`config.mk`:
```
export PLATFORM = sky130hd
export DESIGN_NAME = sorted_timer_queue_core
export DESIGN_NICKNAME = d
export VERILOG_FILES = /design/src/hdl/stq_pkg.sv /design/src/hdl/sorted_timer_queue_core.sv
export SDC_FILE = /design/constraint.sdc
export NUM_CORES = 2
export LEC_CHECK = 0
export BUFFER_PORTS_ARGS = -buffer_cell sky130_fd_sc_hd__buf_2
export CORE_UTILIZATION = 60
export DETAILED_ROUTE_END_ITERATION = 6
export PLACE_DENSITY = 0.76
export SYNTH_ARGS = -nofsm -noshare
export SYNTH_HDL_FRONTEND = slang
export SYNTH_SLANG_ARGS = --single-unit
```
`constraint.sdc`:
```
create_clock -name clk -period 5.8 [get_ports clk]
set_input_delay 0 -clock clk [delete_from_list [all_inputs] [get_ports clk]]
set_output_delay 0 -clock clk [all_outputs]
set_load 0.02 [all_outputs]
```
`src/hdl/stq_pkg.sv`:
```
// ----------------------------------------------------------------------------
// stq_pkg
// Shared types and constants for the sorted timer queue.
// ----------------------------------------------------------------------------
package stq_pkg;

    localparam int TIMER_SLOTS = 32;
    localparam int SLOT_W      = $clog2(TIMER_SLOTS);
    localparam int CNT_W       = $clog2(TIMER_SLOTS + 1);

    localparam logic [1:0]  FLAGS_FREE  = 2'd0;
    localparam logic [1:0]  FLAGS_ALLOC = 2'd1;
    localparam logic [1:0]  FLAGS_USING = 2'd2;
    localparam logic [31:0] NO_EXPIRY   = 32'hffff_ffff;

    localparam logic KIND_ALLOC  = 1'b0;
    localparam logic KIND_EXPIRY = 1'b1;

    typedef enum logic [2:0] {
        OP_ALLOC   = 3'd0,
        OP_FREE    = 3'd1,
        OP_INIT    = 3'd2,
        OP_SETTIME = 3'd3,
        OP_TICK    = 3'd4
    } op_t;

    typedef enum logic [2:0] {
        ST_IDLE,
        ST_ALLOC,
        ST_UNLINK,
        ST_INS_ADDR,
        ST_INS_CMP,
        ST_FETCH,
        ST_CHECK
    } state_t;

endpackage

```
`src/hdl/sorted_timer_queue_core.sv`:
```
// ----------------------------------------------------------------------------
// sorted_timer_queue_core
// Timer slot pool with an armed list kept sorted by absolute expiry tick.
// ----------------------------------------------------------------------------
// Usage: commands arrive on the in channel (in_valid/in_ready); results leave
// on the out channel (out_valid/out_ready) through one output register.
// One command is worked on at a time; in_ready is high only while idle.
// Alloc scans the slot flags one slot per cycle and answers with the lowest
// free slot, or with alloc_ok low for a full pool. Init writes the slot's
// destination and data and gives no result. Free or set timeout of an
// armed slot walks the sorted list one entry per cycle to unlink it; set
// timeout then walks it to insert, each entry taking an address state and a
// compare state through the expiry memory read port; then a fetch state and
// a check state refresh the head expiry. A tick with nothing due only
// advances the tick count; a tick that fires gives one transfer per expired
// slot, the final one marked last_of_run.
// Reset clears the tick count, the list and all slot flags at once; no
// clearing pass is needed. When the receiver stalls, the block holds the
// result in the output register and waits before emitting the next one.
// ----------------------------------------------------------------------------
module sorted_timer_queue_core
    import stq_pkg::*;
(
    input  logic              clk,
    input  logic              rst_n,
    input  logic              in_valid,
    output logic              in_ready,
    input  logic [2:0]        operation,
    input  logic [4:0]        slot_id,
    input  logic [7:0]        dest_id,
    input  logic [31:0]       data_word,
    input  logic [31:0]       timeout_ticks,
    output logic              out_valid,
    input  logic              out_ready,
    output logic              kind,
    output logic              alloc_ok,
    output logic [4:0]        got_slot,
    output logic [7:0]        out_dest,
    output logic [31:0]       out_data,
    output logic              last_of_run
);

    state_t state_reg, state_next;

    logic [31:0]       tick_reg, tick_next;
    logic [31:0]       next_exp_reg, next_exp_next;
    logic [CNT_W-1:0]  armed_reg, armed_next;
    logic [1:0]        flags_reg [TIMER_SLOTS];
    logic [1:0]        flags_next [TIMER_SLOTS];
    logic [SLOT_W-1:0] order_reg [TIMER_SLOTS];
    logic [SLOT_W-1:0] order_next [TIMER_SLOTS];

    logic [CNT_W-1:0]  idx_reg, idx_next;
    op_t               op_reg, op_next;
    logic [SLOT_W-1:0] slot_reg, slot_next;
    logic [31:0]       exp_reg, exp_next;

    logic              pend_valid_reg, pend_valid_next;
    logic [SLOT_W-1:0] pend_slot_reg, pend_slot_next;
    logic [7:0]        pend_dest_reg, pend_dest_next;
    logic [31:0]       pend_data_reg, pend_data_next;

    logic              out_valid_reg, out_valid_next;
    logic              kind_reg, kind_next;
    logic              ok_reg, ok_next;
    logic [4:0]        got_reg, got_next;
    logic [7:0]        dest_reg, dest_next;
    logic [31:0]       data_reg, data_next;
    logic              last_reg, last_next;

    logic [31:0]       exp_mem  [TIMER_SLOTS];
    logic [7:0]        dest_mem [TIMER_SLOTS];
    logic [31:0]       data_mem [TIMER_SLOTS];
    logic [31:0]       rd_exp_reg;
    logic [7:0]        rd_dest_reg;
    logic [31:0]       rd_data_reg;
    logic [SLOT_W-1:0] rd_addr;

    logic              accept;
    logic              in_range;
    op_t               in_op;
    logic              out_free;
    logic              fire;
    logic              walk_end;
    logic [31:0]       tick_inc;
    logic [31:0]       set_exp;
    logic              alloc_hit;
    logic              alloc_end;
    logic              unlink_hit;
    logic              ins_place;

    assign in_ready = (state_reg == ST_IDLE);
    assign accept   = in_valid && in_ready;
    assign in_op    = op_t'(operation);
    assign in_range = (32'(slot_id) < 32'(TIMER_SLOTS));
    assign out_free = !out_valid_reg || out_ready;
    assign tick_inc = tick_reg + 32'd1;
    assign set_exp  = tick_reg + timeout_ticks;

    assign rd_addr = (state_reg == ST_INS_ADDR || state_reg == ST_INS_CMP)
                   ? order_reg[idx_reg[SLOT_W-1:0]] : order_reg[0];

    assign walk_end   = (idx_reg == armed_reg);
    assign fire       = (op_reg == OP_TICK) && (armed_reg != '0)
                      && (rd_exp_reg <= tick_reg);
    assign alloc_end  = (idx_reg == CNT_W'(TIMER_SLOTS));
    assign alloc_hit  = !alloc_end && (flags_reg[idx_reg[SLOT_W-1:0]] == FLAGS_FREE);
    assign unlink_hit = !walk_end && (order_reg[idx_reg[SLOT_W-1:0]] == slot_reg);
    assign ins_place  = (rd_exp_reg >= exp_reg);

    // Next state
    always_comb
    begin
        state_next = state_reg;
        unique case (state_reg)
            ST_IDLE:
            begin
                if (accept)
                begin
                    unique case (in_op)
                        OP_ALLOC: state_next = ST_ALLOC;
                        OP_TICK:
                        begin
                            if (next_exp_reg <= tick_inc)
                                state_next = ST_FETCH;
                        end
                        OP_FREE:
                        begin
                            if (in_range && flags_reg[slot_id] == FLAGS_USING)
                                state_next = ST_UNLINK;
                        end
                        OP_SETTIME:
                        begin
                            if (in_range)
                                state_next = (flags_reg[slot_id] == FLAGS_USING)
                                           ? ST_UNLINK : ST_INS_ADDR;
                        end
                        default: state_next = ST_IDLE;
                    endcase
                end
            end
            ST_ALLOC:
            begin
                if ((alloc_hit || alloc_end) && out_free)
                    state_next = ST_IDLE;
            end
            ST_UNLINK:
            begin
                if (unlink_hit || walk_end)
                    state_next = (op_reg == OP_SETTIME) ? ST_INS_ADDR : ST_FETCH;
            end
            ST_INS_ADDR:
            begin
                state_next = walk_end ? ST_FETCH : ST_INS_CMP;
            end
            ST_INS_CMP:
            begin
                state_next = ins_place ? ST_FETCH : ST_INS_ADDR;
            end
            ST_FETCH:
            begin
                state_next = ST_CHECK;
            end
            ST_CHECK:
            begin
                if (!pend_valid_reg || out_free)
                    state_next = fire ? ST_FETCH : ST_IDLE;
            end
            default: state_next = ST_IDLE;
        endcase
    end

    // Datapath and outputs
    always_comb
    begin
        tick_next       = tick_reg;
        next_exp_next   = next_exp_reg;
        armed_next      = armed_reg;
        flags_next      = flags_reg;
        order_next      = order_reg;
        idx_next        = idx_reg;
        op_next         = op_reg;
        slot_next       = slot_reg;
        exp_next        = exp_reg;
        pend_valid_next = pend_valid_reg;
        pend_slot_next  = pend_slot_reg;
        pend_dest_next  = pend_dest_reg;
        pend_data_next  = pend_data_reg;
        out_valid_next  = out_valid_reg && !out_ready;
        kind_next       = kind_reg;
        ok_next         = ok_reg;
        got_next        = got_reg;
        dest_next       = dest_reg;
        data_next       = data_reg;
        last_next       = last_reg;

        unique case (state_reg)
            ST_IDLE:
            begin
                if (accept)
                begin
                    op_next   = in_op;
                    slot_next = slot_id;
                    exp_next  = set_exp;
                    idx_next  = '0;
                    if (in_op == OP_TICK)
                        tick_next = tick_inc;
                    if (in_op == OP_FREE && in_range)
                        flags_next[slot_id] = FLAGS_FREE;
                    if (in_op == OP_SETTIME && in_range)
                        flags_next[slot_id] = FLAGS_USING;
                end
            end
            ST_ALLOC:
            begin
                if ((alloc_hit || alloc_end) && out_free)
                begin
                    out_valid_next = 1'b1;
                    kind_next      = KIND_ALLOC;
                    ok_next        = alloc_hit;
                    got_next       = alloc_hit ? idx_reg[SLOT_W-1:0] : '0;
                    dest_next      = '0;
                    data_next      = '0;
                    last_next      = 1'b1;
                    if (alloc_hit)
                        flags_next[idx_reg[SLOT_W-1:0]] = FLAGS_ALLOC;
                end
                else if (!alloc_hit && !alloc_end)
                begin
                    idx_next = idx_reg + CNT_W'(1);
                end
            end
            ST_UNLINK:
            begin
                if (unlink_hit)
                begin
                    // close the gap left by the removed entry
                    for (int j = 0; j < TIMER_SLOTS - 1; j++)
                    begin
                        if (j >= int'(idx_reg))
                            order_next[j] = order_reg[j+1];
                    end
                    armed_next = armed_reg - CNT_W'(1);
                    idx_next   = '0;
                end
                else if (walk_end)
                begin
                    idx_next = '0;
                end
                else
                begin
                    idx_next = idx_reg + CNT_W'(1);
                end
            end
            ST_INS_ADDR:
            begin
                if (walk_end)
                begin
                    order_next[idx_reg[SLOT_W-1:0]] = slot_reg;
                    armed_next = armed_reg + CNT_W'(1);
                end
            end
            ST_INS_CMP:
            begin
                if (ins_place)
                begin
                    // open a gap at the insertion point
                    for (int j = 1; j < TIMER_SLOTS; j++)
                    begin
                        if (j > int'(idx_reg))
                            order_next[j] = order_reg[j-1];
                    end
                    order_next[idx_reg[SLOT_W-1:0]] = slot_reg;
                    armed_next = armed_reg + CNT_W'(1);
                end
                else
                begin
                    idx_next = idx_reg + CNT_W'(1);
                end
            end
            ST_FETCH:
            begin
            end
            ST_CHECK:
            begin
                if (!pend_valid_reg || out_free)
                begin
                    if (pend_valid_reg)
                    begin
                        out_valid_next = 1'b1;
                        kind_next      = KIND_EXPIRY;
                        ok_next        = 1'b0;
                        got_next       = pend_slot_reg;
                        dest_next      = pend_dest_reg;
                        data_next      = pend_data_reg;
                        last_next      = !fire;
                    end
                    if (fire)
                    begin
                        // hold the expired head until the next one is known
                        pend_valid_next = 1'b1;
                        pend_slot_next  = order_reg[0];
                        pend_dest_next  = rd_dest_reg;
                        pend_data_next  = rd_data_reg;
                        flags_next[order_reg[0]] = FLAGS_ALLOC;
                        for (int j = 0; j < TIMER_SLOTS - 1; j++)
                            order_next[j] = order_reg[j+1];
                        armed_next = armed_reg - CNT_W'(1);
                    end
                    else
                    begin
                        pend_valid_next = 1'b0;
                        next_exp_next   = (armed_reg != '0) ? rd_exp_reg : NO_EXPIRY;
                    end
                end
            end
            default:
            begin
            end
        endcase
    end

    always_ff @(posedge clk or negedge rst_n)
    begin
        if (!rst_n)
        begin
            state_reg      <= ST_IDLE;
            tick_reg       <= '0;
            next_exp_reg   <= NO_EXPIRY;
            armed_reg      <= '0;
            pend_valid_reg <= 1'b0;
            out_valid_reg  <= 1'b0;
            for (int i = 0; i < TIMER_SLOTS; i++)
                flags_reg[i] <= FLAGS_FREE;
        end
        else
        begin
            state_reg      <= state_next;
            tick_reg       <= tick_next;
            next_exp_reg   <= next_exp_next;
            armed_reg      <= armed_next;
            pend_valid_reg <= pend_valid_next;
            out_valid_reg  <= out_valid_next;
            flags_reg      <= flags_next;
        end
    end

    always_ff @(posedge clk)
    begin
        order_reg     <= order_next;
        idx_reg       <= idx_next;
        op_reg        <= op_next;
        slot_reg      <= slot_next;
        exp_reg       <= exp_next;
        pend_slot_reg <= pend_slot_next;
        pend_dest_reg <= pend_dest_next;
        pend_data_reg <= pend_data_next;
        kind_reg      <= kind_next;
        ok_reg        <= ok_next;
        got_reg       <= got_next;
        dest_reg      <= dest_next;
        data_reg      <= data_next;
        last_reg      <= last_next;
    end

    // Slot memories: one write port, one registered read port
    always_ff @(posedge clk)
    begin
        if (accept && in_range && in_op == OP_SETTIME)
            exp_mem[slot_id] <= set_exp;
        if (accept && in_range && in_op == OP_INIT)
        begin
            dest_mem[slot_id] <= dest_id;
            data_mem[slot_id] <= data_word;
        end
        rd_exp_reg  <= exp_mem[rd_addr];
        rd_dest_reg <= dest_mem[rd_addr];
        rd_data_reg <= data_mem[rd_addr];
    end

    assign out_valid   = out_valid_reg;
    assign kind        = kind_reg;
    assign alloc_ok    = ok_reg;
    assign got_slot    = got_reg;
    assign out_dest    = dest_reg;
    assign out_data    = data_reg;
    assign last_of_run = last_reg;

`ifndef SYNTH
    a_armed_bound: assert property (@(posedge clk) disable iff (!rst_n)
        armed_reg <= CNT_W'(TIMER_SLOTS))
        else $error("armed count beyond pool size");

    a_empty_no_expiry: assert property (@(posedge clk) disable iff (!rst_n)
        (state_reg == ST_IDLE && armed_reg == '0) |-> (next_exp_reg == NO_EXPIRY))
        else $error("empty list with pending expiry");

    a_alloc_last: assert property (@(posedge clk) disable iff (!rst_n)
        (out_valid_reg && kind_reg == KIND_ALLOC) |-> last_reg)
        else $error("alloc reply not marked last");

    a_idle_no_pend: assert property (@(posedge clk) disable iff (!rst_n)
        (state_reg == ST_IDLE) |-> !pend_valid_reg)
        else $error("expiry left pending at idle");
`endif

endmodule

```
==> impl_metrics.csv <==
group,metric,value,unit
clocking,cts_buffers,302,
synth,synth_top_family_by_area,"compound AO/OA/AOI/OAI gates",
power,vdd_ir_drop_max,0.000904,V
finish,final_net_count,9117,
clocking,postCtsSetupRepairBufs,0,
setup_path,path_class,"reg -> reg",
place,numPortBuffers,133,
floorplan,chipWidth,453,um
floorplan,floorplan.die.height,453,um
power,total_leakage_power,49.0,nW
place,gp_congestion,0.985,
setup_path,critical_path.endpoint_type,"register",
synth,netlist-cell-type-count,89,
sta,period_share,87.3,%
sta,maxClockFrequency,198,MHz
global_route,first_global_vias,77400,
sta,report.final.setup_viol,0,
synth,yosys_register_bits,2814,
sta,rsz0062_at_grt,"no",
detailed_routing,detail_route.iter0.violations,11700,
power,p_per_area,544,mW/mm2
floorplan,placementRows,165,
synth,synthDominantCellAreaShare,64.1,%
clocking,clk_transition_reported_paths,0.06,ns
global_route,grt_pass1_wl,522,mm
global_route,gr-usage-all-layers,34.9,%
finish,final-instance-count-excl-fill,11800,
finish,area_growth,12.2,%
global_route,grt_overflow,0,
clocking,number_of_gates_given_a_new_drive_strength_after_cts,0,
clocking,clock-root-buffer,"sky130_fd_sc_hd__clkbuf_16",
finish,reg_top3,"data_mem: 1024 flops, exp_mem: 1024 flops, dest_mem: 256 flops",
sta,worstMarginPinSlew,1.36,ns
synth,syn_area,0.122,mm2
setup_path,crit_fanout,36,
finish,drive_gt1_share,11.5,%
synth,share_of_the_synthesized_area_in_compound_gates_ao_oa_aoi_oai,10.3,%
synth,ys.warnings.count,0,
clocking,hold_buf_count_cts,83,
floorplan,die_area,0.205,mm2
detailed_routing,firstDrtPassIters,7,
clocking,clock-sinks,2814,
status,failed_checks,"DRC",
clocking,htree_levels,5,
synth,synthesis.area_per_instance,14.0,um2
floorplan,initial_utilization,60.3,%
synth,yosys-top-cells-area,"sky130_fd_sc_hd__edfxtp_1, sky130_fd_sc_hd__mux2i_1, sky130_fd_sc_hd__nand2_1, sky130_fd_sc_hd__dfrtp_1, sky130_fd_sc_hd__a211oi_1",
detailed_routing,routed_via_density,6.82,
detailed_routing,postRouteWirelength,362,mm
detailed_routing,route.antenna.remaining_nets,0,
synth,synth-edff-count,2603,
clocking,max-clock-path-buffers,4,
sta,fin_setup_tns,0,ns
global_route,grt_start_max_net_pins,163,
finish,final_area,0.137,mm2
synth,post_synth_simple_gate_area,6.82,%
sta,slew_headroom,9.06,%
worst_hold_path,hold_path_class,"in -> reg",
setup_path,cp.required,6.35,ns
global_route,antenna_violations_before_repair,24,
finish,layout.filler_cells,13500,
synth,synth_ff_type,"sky130_fd_sc_hd__edfxtp_1",
synth,synth_xor_area_share,0.733,%
synth,synth_seq_area_share,68.2,%
detailed_routing,wl_per_cell,30.7,um
synth,postSynth.asyncResetShare,4.94,%
setup_path,cp_data_arrival_time,5.61,ns
status,status,"finished, violations left",
sta,hold_violations,0,
detailed_routing,vias,80500,
floorplan,top_level_ports,134,
finish,utilization,67.7,%
synth,muxShareOfSynthArea,9.58,%
place,place.detailed.instances,11200,
clocking,worstSkewPairLatency,0.97,ns
synth,synth_top_cell_by_area,"sky130_fd_sc_hd__edfxtp_1",
synth,synth-adder-area-share,1.43,%
synth,postSynthNetCount,8925,
setup_path,crit_path_launch_type,"register",
sta,fin_worst_skew,0.0714,ns
flow_run,max-cap-violations,0,
clocking,cts_tree,"yes",
floorplan,floorplan.core_area,0.202,mm2
synth,post_synth_inst_count,8703,
detailed_routing,route.detailed.drc,2,
place,placement_cell_area,0.127,mm2
place,dp_hpwl,207,mm
sta,final-max-slew-violation-count,0,
sta,timing.final.crit_period,5.06,ns
[cells in the mapped netlist (all sizes together), types with 96 or more instances]
| library cell | count |
|---|---|
| a211oi | 310 |
| a21oi | 283 |
| a221oi | 96 |
| a22oi | 262 |
| buf | 285 |
| clkbuf | 296 |
| dfrtp | 107 |
| edfxtp | 2603 |
| ha | 136 |
| inv | 225 |
| mux2i | 1080 |
| nand2 | 897 |
| nand3 | 264 |
| nor2 | 399 |
| o21ai | 393 |
[cell usage in the layout (no fill, tap or decap), types with 83 or more instances in the layout]
cell type	netlist	routed
sky130_fd_sc_hd__clkbuf_16	0	309
sky130_fd_sc_hd__buf_2	163	132
sky130_fd_sc_hd__edfxtp_1	2603	2603
sky130_fd_sc_hd__clkbuf_1	294	86
sky130_fd_sc_hd__nor2_1	396	322
sky130_fd_sc_hd__a21oi_1	282	278
sky130_fd_sc_hd__inv_1	224	222
sky130_fd_sc_hd__nand2_1	896	893
sky130_fd_sc_hd__dfrtp_1	107	107
sky130_fd_sc_hd__a22oi_1	262	262
sky130_fd_sc_hd__nand3_1	264	262
sky130_fd_sc_hd__mux2i_1	1080	1080
sky130_fd_sc_hd__a311oi_1	83	83
sky130_fd_sc_hd__o21ai_0	389	389
sky130_fd_sc_hd__buf_4	46	209
sky130_fd_sc_hd__a221oi_1	96	96
sky130_fd_sc_hd__ha_1	136	136
sky130_fd_sc_hd__a211oi_1	309	309
[routing by layer]
layer / routed length [um] / part of all wire [%] / global-route usage [%]
met4: 16500 / 4.6 / 15.0
met3: 44900 / 12 / 8.48
met2: 166000 / 46 / 54.1
met5: 38 / 0.011 / 0
met1: 134000 / 37 / 47.4
[final cells by class]
cell class | count | area, um2 | area share, %
Timing Repair Buffer | 469 | 3950 | 2.89
Multi-Input combinational cell | 5081 | 36200 | 26.4
Tap cell | 2672 | 3340 | 2.44
Sequential cell | 2814 | 83100 | 60.8
Clock buffer | 412 | 8290 | 6.06
Antenna cell | 13 | 32.5 | 0.0238
Inverter | 227 | 858 | 0.627
Clock inverter | 113 | 1030 | 0.755
[kinds of logic after synthesis]
kind of cell               count (synthesis)
buffers and inverters                    808
xor gates and xnor gates                 102
adders and majority gates                138
AOI/OAI and AO/OA                       1824
DFF                                     2814
and+or+nand+nor                         1897
muxes                                   1120
[final timing paths]
check	cells after the start	slack [ns]	from	endpoint
hold reg to reg	0	0.41	rd_data_reg[5]$_DFF_P_	pend_data_reg[5]$_DFFE_PP_
min in group asynchronous	3	0.37	rst_n	next_exp_reg[2]$_DFFE_PN1P_
max in group asynchronous	4	4.38	rst_n	flags_reg[21]$_DFFE_PN0P_
setup reg to reg	10	0.74	idx_reg[1]$_SDFFCE_PN0P_	order_reg[92]$_DFFE_PP_
hold / removal	2	0.05	slot_id[2]	slot_reg[2]$_DFFE_PP_
setup / recovery	10	0.74	idx_reg[1]$_SDFFCE_PN0P_	order_reg[92]$_DFFE_PP_
[through the flow]
step | total power, mW | setup WS [ns] | hold slack, ns
6_report | 74.5 | 0.739 | 0.0517
5_1_grt | 76.9 | 0.423 | 0.0424
4_1_cts | 73.8 | 0.713 | 0.00715
3_5_place_dp | 55.3 | 0.753 | 0.0581
3_3_place_gp | 54.6 | 0.558 | 0.0597
2_1_floorplan | 45.7 | 0.934 | -0.296
[power breakdown]
| part | total (mW) | internal, mW | switching [mW] |
|---|---|---|---|
| logic | 30.1 | 10.1 | 19.9 |
| registers | 25.9 | 24.5 | 1.37 |
| clock network | 18.5 | 10.8 | 7.69 |
[worst max-delay path, cell delays in order (launching register included)]
cell and delay, ns:
sky130_fd_sc_hd__edfxtp_1 0.77, sky130_fd_sc_hd__buf_4 0.30, sky130_fd_sc_hd__nor2b_1 0.56, sky130_fd_sc_hd__a22oi_1 0.20
sky130_fd_sc_hd__nand3_1 0.17, sky130_fd_sc_hd__and4_1 0.50, sky130_fd_sc_hd__xnor2_1 0.18, sky130_fd_sc_hd__nor4_4 0.51
sky130_fd_sc_hd__a211oi_1 0.16, sky130_fd_sc_hd__a21o_2 0.63, sky130_fd_sc_hd__a21oi_1 0.64
Note: power is estimated with default switching activity, not from simulation.
